File: src/hw/rtl/komt_ram.sv
// Generic single-port-write, single-port-read RAM with registered read.
`timescale 1ns / 1ps
module komt_ram #(
    parameter int WIDTH = 8,
    parameter int DEPTH = 64
) (
    input  logic                     clk,
    input  logic                     we,
    input  logic [$clog2(DEPTH)-1:0] waddr,
    input  logic [WIDTH-1:0]         wdata,
    input  logic [$clog2(DEPTH)-1:0] raddr,
    output logic [WIDTH-1:0]         rdata
);
    logic [WIDTH-1:0] mem [DEPTH];

    // Write port and registered read port.
    always_ff @(posedge clk)
    begin
        if (we)
        begin
            mem[waddr] <= wdata;
        end
        rdata <= mem[raddr];
    end
endmodule

File: config.mk
export PLATFORM = sky130hd
export DESIGN_NAME = komt_ram
export DESIGN_NICKNAME = d
export VERILOG_FILES = /design/src/hw/rtl/komt_ram.sv
export SDC_FILE = /design/constraint.sdc
export NUM_CORES = 1
export LEC_CHECK = 0
export ABC_AREA = 1
export ABC_CLOCK_PERIOD_IN_PS = 2900
export BUFFER_PORTS_ARGS = -buffer_cell sky130_fd_sc_hd__buf_2
export CORE_ASPECT_RATIO = 0.75
export CORE_MARGIN = 2
export CORE_UTILIZATION = 50
export DETAILED_ROUTE_END_ITERATION = 16
export PLACE_DENSITY_LB_ADDON = 0.12
export SYNTH_ARGS = -nofsm -noshare
export SYNTH_HDL_FRONTEND = slang
export SYNTH_SLANG_ARGS = --single-unit
File: constraint.sdc
create_clock -name clk -period 2.9 [get_ports clk]
set_clock_uncertainty 0.2 [all_clocks]
set_input_delay 0.435 -clock clk [delete_from_list [all_inputs] [get_ports clk]]
set_output_delay 0.435 -clock clk [all_outputs]
set_load 0.005 [all_outputs]
# == After elaboration in Yosys (flattened, before gate mapping) ==
# Memory sizes are Yosys's and may differ from the RTL's. A register that Yosys moved wholly into a read port is not among the register bits.
# Index checks and enable logic that the tools add are counted.
# word_totals
reg_bits,0
romBits,0
ramBits,512
in_bits,22
latchBits,0
mem_count,1
wordCells,3
# memory_table
name,depth,width,read_ports,rd_clocked_by_memory_dff,write_ports,line,rtl
mem,64,8,1,1,1,14,logic [WIDTH-1:0] mem [DEPTH];
# op_classes
bitwise,0
n_eq_ne,0
n_mux,2
div,0
order_cmp,0
n_shift,0
n_addsub,0
multipliers,0
n_reduce_logical,0
# ops
cell,count
2-to-1 mux 1 bit,2

# == Logic depth before layout (Yosys ltp) ==
# logic_depth
word_depth,2
ltp_mapped,12
ltp_nobuf,9

# == Least setup slack after synthesis ==
# Ideal clock, no wire load.
# synth_timing
path_type,input to register
from,input port we
to,memory mem[48][0] (enable)
path_buffers,1
required_ns,2.305
cell_stages,3
path_slack_ns,0.499
arrival_ns,1.806
cell_sequence,clkbuf_1 > nand4_1 > nor4_1
# synth_via
elab_chain_cells,2
# synth_rtl
item,line,rtl
from (decl),8,"input logic we,"
2-to-1 mux 1 bit,19,if (we)
2-to-1 mux 1 bit (implied by the code),21,mem[waddr] <= wdata;
to (decl),14,
# Every way passes these cells.

==> run_summary.xml <==
<?xml version="1.0" encoding="UTF-8"?>
<metrics>
  <group name="placed_design">
    <metric name="dpl.hpwl" unit="um">34300</metric>
    <metric name="place.gp.congestion" unit="">0.846</metric>
    <metric name="numPortBuffers" unit="">29</metric>
    <metric name="placed_cell_area" unit="um2">22400</metric>
  </group>
  <group name="job">
    <metric name="total_of_max_cap_violations" unit="">0</metric>
  </group>
  <group name="grt">
    <metric name="grt_remaining_overflow" unit="">0</metric>
    <metric name="initial_antenna_violation_count" unit="">1</metric>
    <metric name="grt.total_usage" unit="%">25.4</metric>
    <metric name="first_global_vias" unit="">13219</metric>
    <metric name="grt_start_max_net_pins" unit="">112</metric>
    <metric name="wire_length_of_the_first_global_routing_pass" unit="um">84500</metric>
  </group>
  <group name="routing">
    <metric name="detail_route.wl_per_cell" unit="um">22.4</metric>
    <metric name="wl" unit="um">55900</metric>
    <metric name="first_iter_violations" unit="">1711</metric>
    <metric name="ant_nets" unit="">0</metric>
    <metric name="met1Wirelength" unit="um">25900</metric>
    <metric name="drt_first_pass_iters" unit="">6</metric>
    <metric name="routed-wl-met3" unit="um">4910</metric>
    <metric name="met2RoutedLength" unit="um">24100</metric>
    <metric name="routed-via-count" unit="">14033</metric>
    <metric name="top_layer_used" unit="">met5</metric>
    <metric name="drc" unit="">0</metric>
    <metric name="vias_per_cell" unit="">5.63</metric>
  </group>
  <group name="sta">
    <metric name="hold_viol_final" unit="">0</metric>
    <metric name="timing.final.setup_violations" unit="">0</metric>
    <metric name="hold_slack" unit="ns">0.0598</metric>
    <metric name="timing.max_slew.rel_slack" unit="%">38.6</metric>
    <metric name="layout_worst_path_cycle_share" unit="%">64.2</metric>
    <metric name="count_of_pins_over_their_slew_limit" unit="">0</metric>
    <metric name="max_freq" unit="GHz">0.537</metric>
    <metric name="layout_min_cycle_time" unit="ns">1.86</metric>
    <metric name="rsz_0062_raised_after_global_routing" unit="">no</metric>
    <metric name="setup_tns" unit="ns">0</metric>
    <metric name="tightest_slew" unit="ns">0.920</metric>
  </group>
  <group name="worst_setup_path">
    <metric name="worstPathCellList" unit="">clkbuf_8 -&gt; inv_6 -&gt; buf_12 -&gt; nand2_1 -&gt; nand3_1 -&gt; nand3_1 -&gt; nand2_1 -&gt; nand2_1 -&gt; nand3_1 -&gt; nand3_1 -&gt; nand2_1</metric>
    <metric name="critical_path_required" unit="ns">3.21</metric>
    <metric name="critPathCaptureType" unit="">flop</metric>
    <metric name="critical_path.max_stage_delay" unit="ns">0.30</metric>
    <metric name="worst-r2r-setup-slack" unit="ns">1.26</metric>
    <metric name="crit_fanout" unit="">64</metric>
    <metric name="worstSetupStartpointType" unit="">primary input</metric>
    <metric name="timing_worst_setup_path_type" unit="">in -&gt; reg</metric>
    <metric name="cp.arrival" unit="ns">2.18</metric>
    <metric name="crit_path_top_delay_cell" unit="">sky130_fd_sc_hd__buf_12</metric>
  </group>
  <group name="synth">
    <metric name="syn-cell-area" unit="um2">21300</metric>
    <metric name="synth_warnings" unit="">0</metric>
    <metric name="sequential_element_share_of_the_synthesized_area" unit="%">72.8</metric>
    <metric name="synth_cells" unit="">1805</metric>
    <metric name="postSynthAreaPerCell" unit="um2">11.8</metric>
    <metric name="mappedNetlistNets" unit="">1827</metric>
    <metric name="postSynthRegisterBits" unit="">520</metric>
    <metric name="cell_variety_after_synth" unit="">16</metric>
  </group>
  <group name="floorplanning">
    <metric name="die_area" unit="um2">44400</metric>
    <metric name="die_h" unit="um">183</metric>
    <metric name="design.core.area" unit="um2">42000</metric>
    <metric name="ioPinCount" unit="">30</metric>
    <metric name="core.rowCount" unit="">65</metric>
    <metric name="die_x" unit="um">243</metric>
    <metric name="start_util" unit="%">50.8</metric>
  </group>
  <group name="power">
    <metric name="post-layout-total-power" unit="mW">15.5</metric>
    <metric name="cellPowerDensity" unit="nW/um2">646</metric>
    <metric name="power.leakage" unit="nW">8.76</metric>
    <metric name="peakVddDrop" unit="uV">616</metric>
  </group>
  <group name="layout">
    <metric name="share_of_cells_above_drive_strength_1" unit="%">10.9</metric>
    <metric name="mostFrequentLayoutCell" unit="">sky130_fd_sc_hd__nand2_1</metric>
    <metric name="final_cell_mix" unit="">648 x sky130_fd_sc_hd__nand2_1, 512 x sky130_fd_sc_hd__edfxtp_1, 439 x sky130_fd_sc_hd__nand3_1</metric>
    <metric name="finalInstanceArea" unit="um2">23900</metric>
    <metric name="final_nets" unit="">1904</metric>
    <metric name="flow.area_growth_from_synthesis" unit="%">12.2</metric>
    <metric name="n_antenna_cell" unit="">0</metric>
  </group>
  <group name="clock_network">
    <metric name="clock-sinks" unit="">520</metric>
    <metric name="clock_tree.buffer_depth" unit="">3</metric>
    <metric name="hold_buffers" unit="">0</metric>
    <metric name="postCtsSetupBuffers" unit="">0</metric>
    <metric name="cts-buffers-inserted" unit="">49</metric>
    <metric name="clkLatencyLatePin" unit="ns">0.57</metric>
    <metric name="tritoncts" unit="">done</metric>
    <metric name="cell_chosen_for_the_clock_root" unit="">sky130_fd_sc_hd__clkbuf_16</metric>
    <metric name="cts_repair_resize_count" unit="">0</metric>
    <metric name="cts_htree_levels" unit="">2</metric>
    <metric name="clkSlewWorstSetupHoldPaths" unit="ns">0.06</metric>
  </group>
  <group name="worst_hold_path">
    <metric name="min-delay-path-class" unit="">in -&gt; reg</metric>
  </group>
  <group name="run_status">
    <metric name="run_status" unit="">finished clean</metric>
  </group>
</metrics>
==> final cells by class <==
class	instances	area, um2
well taps	569	712
multi-input cells	1160	4950
flip-flops and latches	520	15500
clock inverters	27	179
clock buffers	64	1330
inverters	12	52.6
fillers	3589	18100
repair buffers	139	1190
==> worst max-delay path: cells and delay by family <==
family	cells	cell delay, ns
AND/OR/NAND/NOR	8	0.98
buffers and inverters	3	0.68
==> power breakdown <==
group / total [mW] / internal, mW / switching [mW]
sequential: 8.34 / 8.31 / 0.0236
combinational: 1.03 / 0.271 / 0.761
clock: 6.10 / 3.40 / 2.70
total: 15.5 / 12.0 / 3.49
==> per-stage QoR <==
stage          worst slack (ns)  cells  util [%]
6_report                   1.04   2491      56.9
5_1_grt                   0.896   2491      56.9
4_1_cts                    1.07   2491      56.9
3_5_place_dp              0.480   2400      53.4
3_3_place_gp              0.500   2400      53.4
2_1_floorplan             0.499   1805         -
==> cell usage after synthesis <==
cell type                  instances  area, um2
sky130_fd_sc_hd__inv_1            10       37.5
sky130_fd_sc_hd__inv_6             1       8.76
sky130_fd_sc_hd__nand3_1         439       2200
sky130_fd_sc_hd__nor2_1           56        210
sky130_fd_sc_hd__clkbuf_1         15       56.3
sky130_fd_sc_hd__inv_2             1       3.75
sky130_fd_sc_hd__buf_4            14        105
sky130_fd_sc_hd__nor4_1            8       50.1
sky130_fd_sc_hd__buf_8             2       30.0
sky130_fd_sc_hd__buf_2            37        185
sky130_fd_sc_hd__dfxtp_1           8        160
sky130_fd_sc_hd__edfxtp_1        512      15400
sky130_fd_sc_hd__buf_6            35        394
sky130_fd_sc_hd__nand4_1           9       56.3
sky130_fd_sc_hd__buf_1            10       37.5
sky130_fd_sc_hd__nand2_1         648       2430
==> layer usage <==
metal	up-vias	global-route usage, %
li1	6511	-
met1	6898	39.2
met2	549	37.1
met3	73	5.62
met4	2	5.70
met5	-	0
==> flip-flops by register name (all words and copies together), names as in the netlist <==
| register | cells |
|---|---|
| rdata | 8 |
| mem | 512 |
==> path summary, 6_finish.rpt <==
kind / start / end / cells past startpoint
worst max register to register: mem[51][6] / rdata[6] / 8
worst min-delay path: raddr[5] / rdata[0] / 3
worst max-delay path: raddr[0] / rdata[0] / 11
worst min register to register: mem[60][0] / rdata[0] / 8
==> kinds of logic after synthesis <==
group | Yosys count | synth area share [%]
buf+inv | 125 | 4.02
flops | 520 | 72.8
simple gates | 1160 | 23.2
No activity file was read; power rests on OpenSTA's default activity.
