==> src/hw/rtl/komt_pkg.sv <==
// Shared constants and types for the keyed observation merge table.
`timescale 1ns / 1ps
package komt_pkg;
    localparam int TABLE_DEPTH  = 64;
    localparam int SENSOR_COUNT = 16;
    localparam int IDX_W  = (TABLE_DEPTH > 1) ? $clog2(TABLE_DEPTH) : 1;
    localparam int CNT_W  = $clog2(TABLE_DEPTH + 1);
    localparam int KEY_W  = 48;
    localparam int MASK_W = 16;
    localparam int PAY_W  = 16 + 32 + 32 + 32 + 8 + 16 + 8 + 5;

    typedef struct packed {
        logic [MASK_W-1:0] mask;
        logic [31:0]       obs;
        logic [31:0]       first;
        logic [31:0]       last;
        logic [7:0]        chan;
        logic [15:0]       freq;
        logic signed [7:0] rssi;
        logic signed [4:0] bsensor;
    } entry_t;
endpackage

==> src/hw/rtl/komt_ram.sv <==
// Generic single-port-write, single-port-read RAM with registered read.
`timescale 1ns / 1ps
module komt_ram #(
    parameter int WIDTH = 8,
    parameter int DEPTH = 64
) (
    input  logic                     clk,
    input  logic                     we,
    input  logic [$clog2(DEPTH)-1:0] waddr,
    input  logic [WIDTH-1:0]         wdata,
    input  logic [$clog2(DEPTH)-1:0] raddr,
    output logic [WIDTH-1:0]         rdata
);
    logic [WIDTH-1:0] mem [DEPTH];

    // Write port and registered read port.
    always_ff @(posedge clk)
    begin
        if (we)
        begin
            mem[waddr] <= wdata;
        end
        rdata <= mem[raddr];
    end
endmodule

==> src/hw/rtl/komt_search.sv <==
// Key search: sweeps the key memory one slot per cycle looking for a match.
`timescale 1ns / 1ps
module komt_search (
    input  logic                          clk,
    input  logic                          rst_n,
    input  logic                          go,
    input  logic [komt_pkg::KEY_W-1:0]    key,
    input  logic [komt_pkg::CNT_W-1:0]    count,
    input  logic                          kwe,
    input  logic [komt_pkg::IDX_W-1:0]    kwaddr,
    output logic                          done,
    output logic                          found,
    output logic [komt_pkg::IDX_W-1:0]    hit_idx
);
    import komt_pkg::*;

    typedef enum logic [1:0] {S_IDLE, S_SCAN, S_CHECK} state_t;

    state_t            state_reg;
    logic [CNT_W-1:0]  ptr_reg;
    logic [CNT_W-1:0]  chk_reg;
    logic [KEY_W-1:0]  key_reg;
    logic [KEY_W-1:0]  rkey;
    logic              done_reg, found_reg;
    logic [IDX_W-1:0]  hit_reg;

    komt_ram #(.WIDTH(KEY_W), .DEPTH(TABLE_DEPTH)) u_keys (
        .clk(clk), .we(kwe), .waddr(kwaddr), .wdata(key_reg),
        .raddr(ptr_reg[IDX_W-1:0]), .rdata(rkey)
    );

    // Scan: issue read at ptr, compare the slot whose read was issued in the previous cycle.
    always_ff @(posedge clk or negedge rst_n)
    begin
        if (!rst_n)
        begin
            state_reg <= S_IDLE;
            ptr_reg   <= '0;
            chk_reg   <= '0;
            done_reg  <= 1'b0;
            found_reg <= 1'b0;
            hit_reg   <= '0;
        end
        else
        begin
            done_reg <= 1'b0;
            unique case (state_reg)
                S_IDLE:
                begin
                    if (go)
                    begin
                        key_reg <= key;
                        ptr_reg <= '0;
                        if (count == '0)
                        begin
                            done_reg  <= 1'b1;
                            found_reg <= 1'b0;
                        end
                        else
                        begin
                            state_reg <= S_SCAN;
                        end
                    end
                end
                S_SCAN:
                begin
                    chk_reg   <= ptr_reg;
                    ptr_reg   <= ptr_reg + 1'b1;
                    state_reg <= S_CHECK;
                end
                S_CHECK:
                begin
                    if (rkey == key_reg)
                    begin
                        done_reg  <= 1'b1;
                        found_reg <= 1'b1;
                        hit_reg   <= chk_reg[IDX_W-1:0];
                        state_reg <= S_IDLE;
                    end
                    else if (ptr_reg >= count)
                    begin
                        done_reg  <= 1'b1;
                        found_reg <= 1'b0;
                        state_reg <= S_IDLE;
                    end
                    else
                    begin
                        chk_reg <= ptr_reg;
                        ptr_reg <= ptr_reg + 1'b1;
                    end
                end
                default: state_reg <= S_IDLE;
            endcase
        end
    end

    assign done    = done_reg;
    assign found   = found_reg;
    assign hit_idx = hit_reg;
endmodule

==> config.mk <==
export PLATFORM = sky130hd
export DESIGN_NAME = komt_search
export DESIGN_NICKNAME = d
export VERILOG_FILES = /design/src/hw/rtl/komt_pkg.sv /design/src/hw/rtl/komt_ram.sv /design/src/hw/rtl/komt_search.sv
export SDC_FILE = /design/constraint.sdc
export NUM_CORES = 2
export LEC_CHECK = 0
export ABC_AREA = 1
export BUFFER_PORTS_ARGS = -buffer_cell sky130_fd_sc_hd__buf_2
export CAP_MARGIN = 0
export CELL_PAD_IN_SITES_DETAIL_PLACEMENT = 1
export CELL_PAD_IN_SITES_GLOBAL_PLACEMENT = 2
export CORE_ASPECT_RATIO = 0.8
export CORE_MARGIN = 10
export CORE_UTILIZATION = 49
export DETAILED_ROUTE_END_ITERATION = 7
export GPL_TIMING_DRIVEN = 0
export PLACE_DENSITY_LB_ADDON = 0.1
export SETUP_SLACK_MARGIN = 0.05
export SLEW_MARGIN = 0
export SYNTH_ARGS = -nofsm -noshare
export SYNTH_HDL_FRONTEND = slang
export SYNTH_SLANG_ARGS = --single-unit
==> constraint.sdc <==
create_clock -name clk -period 5.5 [get_ports clk]
set_clock_uncertainty 0.2 [all_clocks]
set_input_delay 0.55 -clock clk [delete_from_list [all_inputs] [get_ports clk]]
set_output_delay 0.55 -clock clk [all_outputs]
set_load 0.03 [all_outputs]
* After elaboration in Yosys (flattened, before gate mapping)
Memory sizes are Yosys's and may differ from the RTL's. A register that Yosys moved wholly into a read port is not among the register bits. Index checks and enable logic that the tools add are counted.
Operators by class: add/sub/neg operators 1, magnitude comparators 1, equality and inequality tests 9, multiplexer cells 24, reduce and logical (&&, ||, !) cells 11
Operator list (number):
- equality test 48 bit | 1
- 2-to-1 mux 7 bit | 3
- one-hot mux 7 bit (3 select lines) | 1
- 2-to-1 mux 6 bit | 2
- one-hot mux 6 bit (2 select lines) | 1
- 2-to-1 mux 1 bit | 10
- != test 2 bit (second input constant) | 5
- AND reduction 3 bit | 3
- 2-to-1 mux 2 bit | 4
- AND reduction 4 bit | 2
- adder 7 x 1 -> 7 bit (second input constant) | 1
- >= comparator 7 bit | 1
- zero test 7 bit | 1
- one-hot mux 2 bit (3 select lines) | 1
- one-hot mux 1 bit (2 select lines) | 2
- nonzero test 2 bit | 2
- != test 3 bit (second input constant) | 1
- nonzero test 3 bit | 1
- equality test 2 x 1 -> 1 bit (second input constant) | 1
- equality test 2 bit (second input constant) | 1
- zero test 2 bit | 1
- AND reduction 2 bit | 1
Word-level totals: register bits after elaboration 71, RAM bits 3072, input bits 65, memories 1
Memory list:
- u_keys.mem | depth 64, width 48, rd ports 1, clocked after Yosys merged registers in 1, write ports 1, RTL line komt_ram.sv:14 | logic [WIDTH-1:0] mem [DEPTH];

* Longest topological paths before layout
word-level depth 4, gate-level depth with buffers 14

* Cells and area by module
Synthesis repeated with hierarchy kept, for this count alone.
Unflattened totals: cell total of the unflattened synthesis 10480, area, all modules 127896.4 sq um
By module, submodules not included:
- komt_ram | instances 1, cells each 10108, area each 124330.5 sq um, seq. area each 93209.4 sq um
- komt_search | instances 1, cells each 372, area each 3565.9 sq um, seq. area each 2016.9 sq um

* Worst setup path after synthesis
Ideal clock, no wire load.
path type input to register, from in kwe, to mem u_keys.mem[0][0] in the netlist's numbering, enable pin, library setup time 0.454 ns, data arrival time 3.115 ns, slack 1.731 ns, stages on the path 3, path buffers 1, cells stage by stage clkbuf_1 > nand4_1 > nor2_1
On the way: longest elaborated chain between the ends 2
Ends and longest elaborated chain:
- from (decl) | RTL line komt_search.sv:9 | input logic kwe,
- 2-to-1 mux 1 bit | RTL line komt_ram.sv:19 | if (we)
- 2-to-1 mux 1 bit (implied by the code) | RTL line komt_ram.sv:21 | mem[waddr] <= wdata;
- to (decl) | RTL line komt_ram.sv:14
No other way between the ends.

==> flow_metrics.env <==
export IMPL_dieArea_sq_um=276000
export IMPL_ctsHtreeMaxLevel=5
export IMPL_synth_edf_count=3120
export IMPL_ios=73
export IMPL_drive_above_1_share_pct=11.0
export IMPL_dr_first_iter_drc_count=16900
export IMPL_synth_fp_nets=9612
export IMPL_dp_hpwl_um=415000
export IMPL_clock_latency_ps=940
export IMPL_critPathLaunchType="register"
export IMPL_yosys_most_used_dff="edfxtp_1"
export IMPL_timing_hold_ws_ps=36.8
export IMPL_stdcell_count=14000
export IMPL_tightest_slew_ps=1600
export IMPL_worst_setup_path_end_kind="register"
export IMPL_r2r_end="u_keys.rdata[17]$_DFF_P_"
export IMPL_synth_cell_type_count=28
export IMPL_ys_ff_latch=3191
export IMPL_ir_drop_mv=0.326
export IMPL_overflow=0
export IMPL_cts_sinks=3191
export IMPL_yosysWarnings=0
export IMPL_routedWlPerCell_um=41.7
export IMPL_track_usage_pct=40.7
export IMPL_antenna_found_initial=61
export IMPL_rsz0062_at_grt="false"
export IMPL_grt_max_degree=36
export IMPL_numCtsBuffers=322
export IMPL_power_density_nw_per_um2=452
export IMPL_violations="capacitance limit, slew limit"
export IMPL_multi_input_area_sq_um=27500
export IMPL_fin_crit_ps=4900
export IMPL_reg2reg_slack_ps=600
export IMPL_clk_pin_slew_ps=70
export IMPL_cellLeakagePower_nw=50.6
export IMPL_synth_sequential_area_ratio_pct=76.0
export IMPL_drv_cap=4
export IMPL_syn_inst=9535
export IMPL_placed_area_sq_um=139000
export IMPL_wl_um=582000
export IMPL_die_width_um=585
export IMPL_rows=165
export IMPL_cts_buffer_depth=4
export IMPL_finalPower_mw=67.4
export IMPL_cts_tree="done"
export IMPL_syn_cell_area_sq_um=125000
export IMPL_route_antenna_remaining_nets=0
export IMPL_path_max_fanout=10
export IMPL_design_area_sq_um=149000
export IMPL_min_path_type="input port to asynchronous set/reset pin"
export IMPL_grt_pass1_vias=92100
export IMPL_setup_viol_count_final=0
export IMPL_hold_viol_final=0
export IMPL_final_cell_mix="edfxtp_1, nand2_1, nor2_1"
export IMPL_status="complete, but fails checks"
export IMPL_regArea_sq_um=95200
export IMPL_start_util_pct=49.4
export IMPL_via_per_inst=6.83
export IMPL_grt_pass1_wl_um=773000
export IMPL_fmax_ghz=0.204
export IMPL_nFillCells=24500
export IMPL_finalSetupTns_ps=0
export IMPL_regToRegStartpoint="ptr_reg[3]$_DFFE_PN0P_"
export IMPL_post_route_util_pct=58.9
export IMPL_async_flop_share_pct=0.721
export IMPL_cp_required_ps=6090
export IMPL_worstPathArrival_ps=5490
export IMPL_post_route_period_util_pct=89.1
export IMPL_coreArea_sq_um=254000
export IMPL_pre_cts_ws_ps=579
export IMPL_firstDrtPassIters=8
export IMPL_final_max_slew_violation_count=43
export IMPL_layout_commonest_cell="edfxtp_1"
export IMPL_drc=0
export IMPL_synth_avg_cell_area_sq_um=13.1
export IMPL_cts_root_buf="clkbuf_16"
export IMPL_die_height_um=472
export IMPL_area_growth_pct=19.1
export IMPL_largest_reg_flops=3072
export IMPL_dp_cells=13300
export IMPL_nets=10400
export IMPL_portBuffers=71
export IMPL_vias=95300
export IMPL_setup_ws_ps=600
export IMPL_r2r_cells=8
export IMPL_criticalPathCategory="register to register"
export IMPL_place_gp_congestion=0.955
export IMPL_slew_headroom_pct=-6.82
how the worst max path moves through the flow:
stage	startpoint	end	cells after the start
finish	ptr_reg[3]$_DFFE_PN0P_	u_keys.rdata[17]$_DFF_P_	8
global route	ptr_reg[3]$_DFFE_PN0P_	u_keys.rdata[22]$_DFF_P_	11
CTS	ptr_reg[3]$_DFFE_PN0P_	u_keys.rdata[17]$_DFF_P_	8
detailed placement	ptr_reg[3]$_DFFE_PN0P_	u_keys.rdata[17]$_DFF_P_	8
global placement	kwe	u_keys.mem[3][38]$_DFFE_PP_	3
floorplan	kwe	u_keys.mem[0][0]$_DFFE_PP_	3
cells in the mapped netlist (12+ instances only):
master    count  area [sq um]
edfxtp_1   3120         93700
nor2_1     1404          5270
nand2_1    1385          5200
o21ai_0    1319          6600
o22ai_1     548          3430
nand3_1     443          2220
clkbuf_1    363          1360
a21oi_1     226          1130
mux2i_1     220          2200
buf_2       148           741
buf_4        54           405
dfxtp_1      48           961
inv_1        47           176
buf_1        40           150
and2_1       36           225
xnor2_1      36           315
nand4_1      24           150
dfrtp_1      23           576
buf_6        18           203
ha_1         12           150
repair_timing:
| action | CTS | global route |
|---|---|---|
| hold buffers | 50 | 0 |
| hold endpoints to repair | 74 | 0 |
| gates resized for setup | 0 | 0 |
| setup buffers | 0 | 0 |
kinds of logic after synthesis:
group | synth area share [%]
AO/OA/AOI/OAI | 8.95
AND/OR/NAND/NOR | 10.5
XOR/XNOR | 0.252
adder cells (fa/ha/maj) | 0.120
multiplexers | 1.76
buffers and inverters | 2.46
flip-flops | 76.0
where the power goes:
part	internal [mW]	total (mW)	switching [mW]
Combinational	4.37	18.0	13.7
Sequential	27.4	27.7	0.355
Clock	12.0	21.6	9.64
Total	43.7	67.4	23.7
layer usage:
metal  share of wire [%]  vias to the layer above  GRT usage, %
met5               0.083                        -         0.275
met4                 6.4                       56          21.5
met3                  16                     1685          16.7
met2                  41                     8044          56.1
met1                  36                    48900          55.1
li1                    -                    36600             -
area by class of cell:
type | count | area share (%)
Sequential cell | 3191 | 63.8
Multi-Input combinational cell | 5668 | 18.4
Timing Repair Buffer | 485 | 6.20
Clock buffer | 399 | 5.78
Tap cell | 3340 | 2.80
Buffer | 625 | 1.95
Clock inverter | 167 | 0.875
Inverter | 51 | 0.128
Antenna cell | 34 | 0.0570
critical path: stages (launching register included):
cell,delay [ps]
dfrtp_1,380
clkbuf_2,490
inv_1,700
clkbuf_2,890
buf_1,790
nand3_1,400
nand3_1,190
nand3_1,370
and2_1,330
(Power assumes the default switching activity.)
